<file path="src/design/krr_pkg.sv">
// ----------------------------------------------------------------------------
// krr_pkg
// Shared constants for the key press / auto-repeat reporter: field widths,
// register map, reset values and event kinds.
// ----------------------------------------------------------------------------
package krr_pkg;

    localparam int KEY_ROWS_DEF = 2;
    localparam int KEY_COLS_DEF = 2;

    localparam int TIME_W     = 32;
    localparam int CODE_W     = 8;
    localparam int KIND_W     = 2;
    localparam int HOLD_W     = 16;
    localparam int MAP_W      = 32;
    localparam int MAP_CODES  = MAP_W / CODE_W;

    localparam int IN_TDATA_W  = 40;
    localparam int OUT_TDATA_W = 8;
    localparam int OUT_TUSER_W = 2;

    localparam int APB_DATA_W = 32;
    localparam int APB_ADDR_W = 4;

    localparam logic [1:0] REG_HOLD_OFF = 2'd0;
    localparam logic [1:0] REG_REPEAT   = 2'd1;
    localparam logic [1:0] REG_KEY_MAP  = 2'd2;

    localparam logic [HOLD_W-1:0] HOLD_OFF_RST = 16'd50;
    localparam logic [HOLD_W-1:0] REPEAT_RST   = 16'd500;
    localparam logic [MAP_W-1:0]  KEY_MAP_RST  = 32'h0706_0504;

    localparam logic [KIND_W-1:0] KIND_PRESS   = 2'd0;
    localparam logic [KIND_W-1:0] KIND_REPEAT  = 2'd1;
    localparam logic [KIND_W-1:0] KIND_RELEASE = 2'd2;

endpackage

</file>
<file path="src/design/key_press_repeat_reporter_core.sv">
// ----------------------------------------------------------------------------
// key_press_repeat_reporter_core
// An accepted input beat is held in the input register, and its result beat in the output register.
// Throughput: one input beat per cycle unless an output beat stalls on m_tready; one subtract-compare per key sample.
// A sample that yields no report is dropped without an output beat.
// Reset: synchronous, active low; clears held flags, report times to zero
// and loads default hold-off, repeat and keymap registers.
// ----------------------------------------------------------------------------
module key_press_repeat_reporter_core #(
    parameter int KEY_ROWS = krr_pkg::KEY_ROWS_DEF,
    parameter int KEY_COLS = krr_pkg::KEY_COLS_DEF
) (
    input  logic                              aclk,
    input  logic                              aresetn,
    // s_tdata: key_row[0], key_col[1], pressed[2], now_ms[34:3], zero pad
    input  logic                              s_tvalid,
    output logic                              s_tready,
    input  logic [krr_pkg::IN_TDATA_W-1:0]    s_tdata,
    // m_tdata: key_code[7:0]
    output logic                              m_tvalid,
    input  logic                              m_tready,
    output logic [krr_pkg::OUT_TDATA_W-1:0]   m_tdata,
    // m_tuser: event_kind[1:0]
    output logic [krr_pkg::OUT_TUSER_W-1:0]   m_tuser,
    input  logic                              psel,
    input  logic                              penable,
    input  logic                              pwrite,
    input  logic [krr_pkg::APB_ADDR_W-1:0]    paddr,
    input  logic [krr_pkg::APB_DATA_W-1:0]    pwdata,
    output logic [krr_pkg::APB_DATA_W-1:0]    prdata,
    output logic                              pready
);
    import krr_pkg::*;

    localparam int SLOTS  = KEY_ROWS * KEY_COLS;
    localparam int SLOT_W = (SLOTS > 1) ? $clog2(SLOTS) : 1;

    logic [HOLD_W-1:0] hold_off_reg;
    logic [HOLD_W-1:0] repeat_reg;
    logic [MAP_W-1:0]  key_map_reg;

    logic              held_reg [SLOTS];
    logic [TIME_W-1:0] time_reg [SLOTS];

    logic              in_vld_reg;
    logic              row_reg;
    logic              col_reg;
    logic              press_reg;
    logic [TIME_W-1:0] now_reg;

    logic              out_vld_reg;
    logic [CODE_W-1:0] code_reg;
    logic [KIND_W-1:0] kind_reg;

    logic              proc;
    logic              cfg_wr;
    logic [1:0]        cfg_idx;
    logic              in_range;
    logic [2:0]        slot_full;
    logic [SLOT_W-1:0] slot;
    logic [1:0]        map_idx;
    logic              held_cur;
    logic [TIME_W-1:0] elapsed;
    logic              hit;
    logic              res_vld;
    logic              set_held;
    logic              clr_held;
    logic              upd_time;
    logic [CODE_W-1:0] res_code;
    logic [KIND_W-1:0] res_kind;

    assign pready  = 1'b1;
    assign cfg_idx = paddr[3:2];
    assign cfg_wr  = psel && penable && pwrite;

    always_comb begin
        case (cfg_idx)
            REG_HOLD_OFF: prdata = {{(APB_DATA_W-HOLD_W){1'b0}}, hold_off_reg};
            REG_REPEAT:   prdata = {{(APB_DATA_W-HOLD_W){1'b0}}, repeat_reg};
            REG_KEY_MAP:  prdata = key_map_reg;
            default:      prdata = '0;
        endcase
    end

    always_ff @(posedge aclk) begin
        if (!aresetn) begin
            hold_off_reg <= HOLD_OFF_RST;
            repeat_reg   <= REPEAT_RST;
            key_map_reg  <= KEY_MAP_RST;
        end else if (cfg_wr) begin
            case (cfg_idx)
                REG_HOLD_OFF: hold_off_reg <= pwdata[HOLD_W-1:0];
                REG_REPEAT:   repeat_reg   <= pwdata[HOLD_W-1:0];
                REG_KEY_MAP:  key_map_reg  <= pwdata[MAP_W-1:0];
                default:      ;
            endcase
        end
    end

    assign proc     = in_vld_reg && (!out_vld_reg || m_tready);
    assign s_tready = !in_vld_reg || proc;

    always_ff @(posedge aclk) begin
        if (!aresetn) begin
            in_vld_reg <= 1'b0;
        end else if (s_tready) begin
            in_vld_reg <= s_tvalid;
        end
    end

    always_ff @(posedge aclk) begin
        if (s_tready && s_tvalid) begin
            row_reg   <= s_tdata[0];
            col_reg   <= s_tdata[1];
            press_reg <= s_tdata[2];
            now_reg   <= s_tdata[34:3];
        end
    end

    assign in_range  = ({31'd0, row_reg} < 32'(KEY_ROWS))
                    && ({31'd0, col_reg} < 32'(KEY_COLS));
    assign slot_full = 3'({2'd0, row_reg} * 3'(KEY_COLS)) + {2'd0, col_reg};
    assign slot      = slot_full[SLOT_W-1:0];
    assign map_idx   = slot_full[1:0];
    assign held_cur  = held_reg[slot];
    assign elapsed   = now_reg - time_reg[slot];

    always_comb begin
        hit      = proc && in_range && ({29'd0, slot_full} < 32'(SLOTS));
        res_vld  = 1'b0;
        set_held = 1'b0;
        clr_held = 1'b0;
        upd_time = 1'b0;
        res_code = key_map_reg[map_idx*CODE_W +: CODE_W];
        res_kind = KIND_PRESS;
        if (hit) begin
            if (press_reg) begin
                if (!held_cur) begin
                    if (elapsed > {{(TIME_W-HOLD_W){1'b0}}, hold_off_reg}) begin
                        res_vld  = 1'b1;
                        set_held = 1'b1;
                        upd_time = 1'b1;
                    end
                end else if (elapsed > {{(TIME_W-HOLD_W){1'b0}}, repeat_reg}) begin
                    res_vld  = 1'b1;
                    upd_time = 1'b1;
                    res_kind = KIND_REPEAT;
                end
            end else if (held_cur) begin
                res_vld  = 1'b1;
                clr_held = 1'b1;
                res_code = '0;
                res_kind = KIND_RELEASE;
            end
        end
    end

    always_ff @(posedge aclk) begin
        if (!aresetn) begin
            for (int i = 0; i < SLOTS; i++) begin
                held_reg[i] <= 1'b0;
                time_reg[i] <= '0;
            end
        end else begin
            for (int i = 0; i < SLOTS; i++) begin
                if (slot == SLOT_W'(i)) begin
                    if (set_held) begin
                        held_reg[i] <= 1'b1;
                    end else if (clr_held) begin
                        held_reg[i] <= 1'b0;
                    end
                    if (upd_time) begin
                        time_reg[i] <= now_reg;
                    end
                end
            end
        end
    end

    always_ff @(posedge aclk) begin
        if (!aresetn) begin
            out_vld_reg <= 1'b0;
        end else if (proc) begin
            out_vld_reg <= res_vld;
        end else if (m_tready) begin
            out_vld_reg <= 1'b0;
        end
    end

    always_ff @(posedge aclk) begin
        if (proc && res_vld) begin
            code_reg <= res_code;
            kind_reg <= res_kind;
        end
    end

    assign m_tvalid = out_vld_reg;
    assign m_tdata  = code_reg;
    assign m_tuser  = kind_reg;

endmodule

</file>
<file path="config.mk">
export PLATFORM = sky130hd
export DESIGN_NAME = key_press_repeat_reporter_core
export DESIGN_NICKNAME = d
export VERILOG_FILES = /design/src/design/krr_pkg.sv /design/src/design/key_press_repeat_reporter_core.sv
export SDC_FILE = /design/constraint.sdc
export NUM_CORES = 1
export LEC_CHECK = 0
export ABC_AREA = 0
export BUFFER_PORTS_ARGS = -buffer_cell sky130_fd_sc_hd__buf_2
export CELL_PAD_IN_SITES_DETAIL_PLACEMENT = 1
export CELL_PAD_IN_SITES_GLOBAL_PLACEMENT = 1
export CORE_UTILIZATION = 35
export DETAILED_ROUTE_END_ITERATION = 12
export GPL_TIMING_DRIVEN = 0
export PLACE_DENSITY_LB_ADDON = 0.25
export REMOVE_ABC_BUFFERS = 1
export SYNTH_ARGS = -nofsm -noshare
export SYNTH_HDL_FRONTEND = slang
export SYNTH_SLANG_ARGS = --single-unit
</file>
<file path="constraint.sdc">
create_clock -name aclk -period 7.15 [get_ports aclk]
set_input_delay 0.3575 -clock aclk [delete_from_list [all_inputs] [get_ports aclk]]
set_output_delay 0.3575 -clock aclk [all_outputs]
set_load 0.1 [all_outputs]
</file>
=== Yosys cells after proc, flatten, opt, wreduce, memory -nomap -nowiden ===
Memory sizes are Yosys's and may differ from the RTL's.
Index checks and enable logic that the tools add are counted.

* Order comparisons: 3
* Add/subtract/negate cells: 2
* Equality and inequality tests: 5
* Shifts and indexed selects: 1
* Reductions and logical operators: 16
* Mux-type cells: 76
* Bitwise logic cells: 12

{| class="wikitable"
|+ Operator list
! kind !! count
|-
| two-way mux 32 bit || 4
|-
| case mux 32 bit (3 select lines) || 1
|-
| two-way mux 1 bit || 66
|-
| > comparator 32 x 16 -> 1 bit || 2
|-
| indexed part select 32 x 6 -> 8 bit || 1
|-
| subtractor 32 bit || 1
|-
| two-way mux 8 bit || 3
|-
| bitwise OR 1 bit || 12
|-
| == test 2 bit (second input constant) || 3
|-
| logical AND 1 bit || 6
|-
| AND reduction 2 bit || 3
|-
| == test 2 x 1 -> 1 bit (second input constant) || 2
|-
| zero test 2 bit || 2
|-
| two-way mux 2 bit || 2
|-
| adder 2 x 1 -> 3 bit || 1
|-
| < comparator 3 bit (second input constant) || 1
|-
| zero test 1 bit || 2
|-
| logical OR 1 bit || 2
|-
| nonzero test 2 bit || 1
|}

* Input port bits: 83
* Bits in registers: 111
* Bits in writable memories: 132
* Memories: 2

{| class="wikitable"
|+ Memories
! memory !! words !! width !! rd ports !! clocked after Yosys merged registers in !! write ports !! RTL line !! source
|-
| time_reg || 4 || 32 || 1 || 0 || 4 || key_press_repeat_reporter_core.sv:43 || <nowiki>logic [TIME_W-1:0] time_reg [SLOTS];</nowiki>
|-
| held_reg || 4 || 1 || 1 || 0 || 4 || key_press_repeat_reporter_core.sv:42 || <nowiki>logic held_reg [SLOTS];</nowiki>
|}

=== Logic depth before layout (Yosys ltp) ===
An unclocked memory read counts as a cell.

* Depth after elaboration: 14
* Depth in mapped cells: 25

=== Worst setup path before layout ===
OpenSTA, ideal clock, no wires.

* Path type: register to register
* Start: reg row_reg
* End: mem time_reg[3][0] (enable)
* Cell stages (with the launch flop): 25
* Slack: -0.037 ns
* Data required time: 6.684 ns
* Period minus slack after synthesis: 7.187 ns
* Arrival time: 6.721 ns
* Buffers on the path: 4
* Setup time: 0.466 ns
* Cells stage by stage: edfxtp_1 > clkbuf_1 > clkbuf_1 > clkbuf_1 > mux4_2 > ha_1 > fa_1 > nand2b_1 > a21oi_1 > o21ai_1 > nor2_1 > nor2_1 > xnor2_1 > ha_1 > nand4_1 > nor2_1 > nor2_1 > a21boi_0 > o21ai_0 > o211ai_1 > o31ai_1 > mux2i_1 > o31ai_4 > buf_6 > o21ai_0

{| class="wikitable"
|+ RTL lines
! element !! RTL line !! source
|-
| start, declared || key_press_repeat_reporter_core.sv:46 || <nowiki>logic row_reg;</nowiki>
|-
| start signal, assigned || key_press_repeat_reporter_core.sv:113 || <nowiki>row_reg <= s_tdata[0];</nowiki>
|-
| end, declared || key_press_repeat_reporter_core.sv:43 ||
|}

==> flow_metrics.tcl <==
set metrics [dict create \
    synth_compound_area_share_pct 9.98 \
    dr.pass1.iters 5 \
    synthAdderAreaFrac_pct 6.49 \
    place_congestion 0.823 \
    grt_first_pass_wirelength_um 58700 \
    crit_required_ps 7420 \
    cp-end-kind "flop" \
    drv_slew 0 \
    finalSetupViolations 0 \
    wl_per_cell_um 19.9 \
    synth_top_cell_by_area "edfxtp_1" \
    dieHeight_um 194 \
    tritoncts "built" \
    synth.most_common_cell "nand2_1" \
    port_buffers 119 \
    wl_um 37000 \
    fillers 3923 \
    num_rows 69 \
    insertedDiodeCount 0 \
    worst_pin_slew_ps 1250 \
    avgSynthCellArea_um2 10.5 \
    insertion_delay_ps 570 \
    reg2reg_to "time_reg[0][16]$_SDFFCE_PN0P_" \
    clock.fmax_mhz 155 \
    p_per_area_mw_per_mm2 251 \
    netlist_area_mm2 0.0128 \
    cts.htree.levels 1 \
    core_mm2 0.0358 \
    synth_top_family_by_area "simple AND/OR/NAND/NOR gates" \
    yosysSeqAreaShare_pct 51.4 \
    synth_xor_area_share_pct 1.57 \
    synthCells 1226 \
    min_period_over_period_pct 90.3 \
    synthToLayoutAreaGrowth_pct 22.9 \
    largest_reg_flops 128 \
    grt_pass1_vias 10400 \
    multi_input_area_mm2 0.00572 \
    final-seq-area_mm2 0.00661 \
    rrSetupSlack_ps 700 \
    ys_ff_latch 243 \
    die_area_mm2 0.0375 \
    synth-async-reset-ratio_pct 0 \
    synth.area.top_cells "edfxtp_1 (41%), dfxtp_1 (11%), mux4_2 (7.2%)" \
    final-hold-violation-count 0 \
    hold_path_startpoint "pwdata[20]" \
    initialDrtViolationCount 510 \
    hold_path.class "in2reg" \
    reg2reg_from "col_reg$_DFFE_PP_" \
    cts.sinks 243 \
    start_util_pct 35.8 \
    worstSetupPathType "reg2reg" \
    cts_root_buf "clkbuf_16" \
    nets 1521 \
    rsz0062_at_grt "no" \
    yosys_warnings 0 \
    endpoint "time_reg[0][16]$_SDFFCE_PN0P_" \
    ioPinCount 128 \
    synth_flop_cell "edfxtp_1" \
    synth_simple_gate_area_share_pct 17.2 \
    vias 9932 \
    drv_cap 0 \
    status "finished, final reports clean" \
    die_x_um 194 \
    reg2regPathDepth 19 \
    fin_crit_ps 6450 \
    synth_top_cell_area_share_pct 40.7 \
    p_leak_nw 5.92 \
    hpwlAfterDp_um 26100 \
    cp_max_fo 22 \
    synth_cell_type_count 62 \
    track_usage_pct 19.7 \
    cts_made_buffers 29 \
    synthMuxAreaShare_pct 8.60 \
    grt_max_degree 59 \
    grt_overflow 0 \
    power_w 0.00395 \
    synth_edf_count 174 \
    crit_start "col_reg$_DFFE_PP_" \
    vdd_drop_max_uv 156 \
    maxSlewHeadroom_pct 16.6 \
    crit_arrival_ps 6720 \
    drc_errors 0 \
    fin_tns_setup_ps 0 \
    layout-drive-gt1-share_pct 18.0 \
    vias_per_cell 5.35 \
    cts.clk_slew.worst_paths_ps 60 \
    worstSetupStartpointType "flop" \
    grt_antenna_before_repair 0 \
    ant_nets 0 \
    worst_clock_skew_ps 21.1 \
    clockBufferDepth 3 \
    ys_top_cells_by_count "nand2_1 (206), edfxtp_1 (174), nor3_1 (134)" \
]
==> logic make-up (layout without fill, tap and decap cells) <==
kind of cell | after synthesis | count (layout)
AOI/OAI and AO/OA | 218 | 219
xor gates and xnor gates | 23 | 23
adders and majority gates | 66 | 66
buffers and inverters | 142 | 310
DFF | 243 | 243
muxes | 59 | 59
other | 1 | 1
and+or+nand+nor | 474 | 474
==> placed cells by master (no fill, tap or decap), types with 8 or more instances in the layout <==
master and n:
and2_1 26, nand2b_1 8, inv_1 68, bufinv_16 9
mux2i_1 17, buf_2 118, buf_8 8, nor3_1 133
xor2_1 11, xnor2_1 12, mux4_2 41, dfxtp_1 69
nand4_1 11, o211ai_1 17, a21oi_1 102, edfxtp_1 174
ha_1 65, nand2_1 205, o21ai_0 42, nand3_1 15
nor2_1 32, clkbuf_16 29, dlygate4sd3_1 40, a21o_1 12
buf_16 10
==> critical path, cell delays in order (launching register included) <==
cell	delay (ps)
edfxtp_1	470
buf_16	200
buf_16	170
mux4_2	500
ha_1	230
fa_1	410
nand2b_1	180
a21oi_1	220
o21ai_1	240
o311ai_2	530
nand3_1	180
a211o_1	320
or4_1	380
or4_1	550
o31ai_4	640
buf_8	270
buf_8	200
buf_16	170
buf_8	180
nor3_1	70
==> area by class of cell <==
class / count / area share [%]
tap: 461 / 3.65
multi-input combinational: 842 / 36.3
sequential: 243 / 41.9
clock inverter: 21 / 2.08
timing repair buffer: 187 / 9.81
inverter: 69 / 1.65
clock buffer: 33 / 4.69
==> how the worst min path moves through the flow <==
stage / slack, ps / end / cells past startpoint
2_1_floorplan: 430 / key_map_reg[10]$_SDFFE_PN1P_ / 1
3_3_place_gp: 460 / hold_off_reg[3]$_SDFFE_PN0P_ / 2
3_5_place_dp: 470 / key_map_reg[12]$_SDFFE_PN0P_ / 2
4_1_cts: 8 / key_map_reg[20]$_SDFFE_PN0P_ / 3
5_1_grt: 30 / key_map_reg[19]$_SDFFE_PN0P_ / 3
6_report: 30 / key_map_reg[20]$_SDFFE_PN0P_ / 3
==> layer usage <==
layer  up-vias  share of wire (%)  global-route usage [%]
met1      4945                 47                    27.2
met4         0                1.5                    4.47
li1       4764                  -                       -
met5         -                  0                       0
met2       182                 48                    33.1
met3        41                3.2                    2.20
==> where the power goes <==
group | switching, W | total, W | internal [W]
logic | 0.000440 | 0.000703 | 0.000263
clock network | 0.000604 | 0.00167 | 0.00106
registers | 0.0000251 | 0.00158 | 0.00156
total | 0.00107 | 0.00395 | 0.00289
==> per-stage QoR <==
stage / setup WS, ps / hold WS [ps] / instance area, um^2 / std cells / util [%]
CTS: 103 / 8.47 / 15700 / 1852 / 43.9
floorplan: -3550 / 429 / 12500 / 1153 / -
detailed placement: 106 / 465 / 14300 / 1758 / 39.8
global route: 311 / 29.1 / 15800 / 1856 / 44.1
global placement: -9780 / 455 / 13700 / 1733 / 38.2
finish: 696 / 29.2 / 15800 / 1856 / 44.1
==> what timing repair did <==
item / in CTS / in global routing
resized for setup: 0 / 1
setup endpoints to repair: 0 / 133
buffers inserted: 0 / 3
hold endpoints to repair: 40 / 0
hold buffers: 40 / 0
Power figures use the tool's default switching activity.
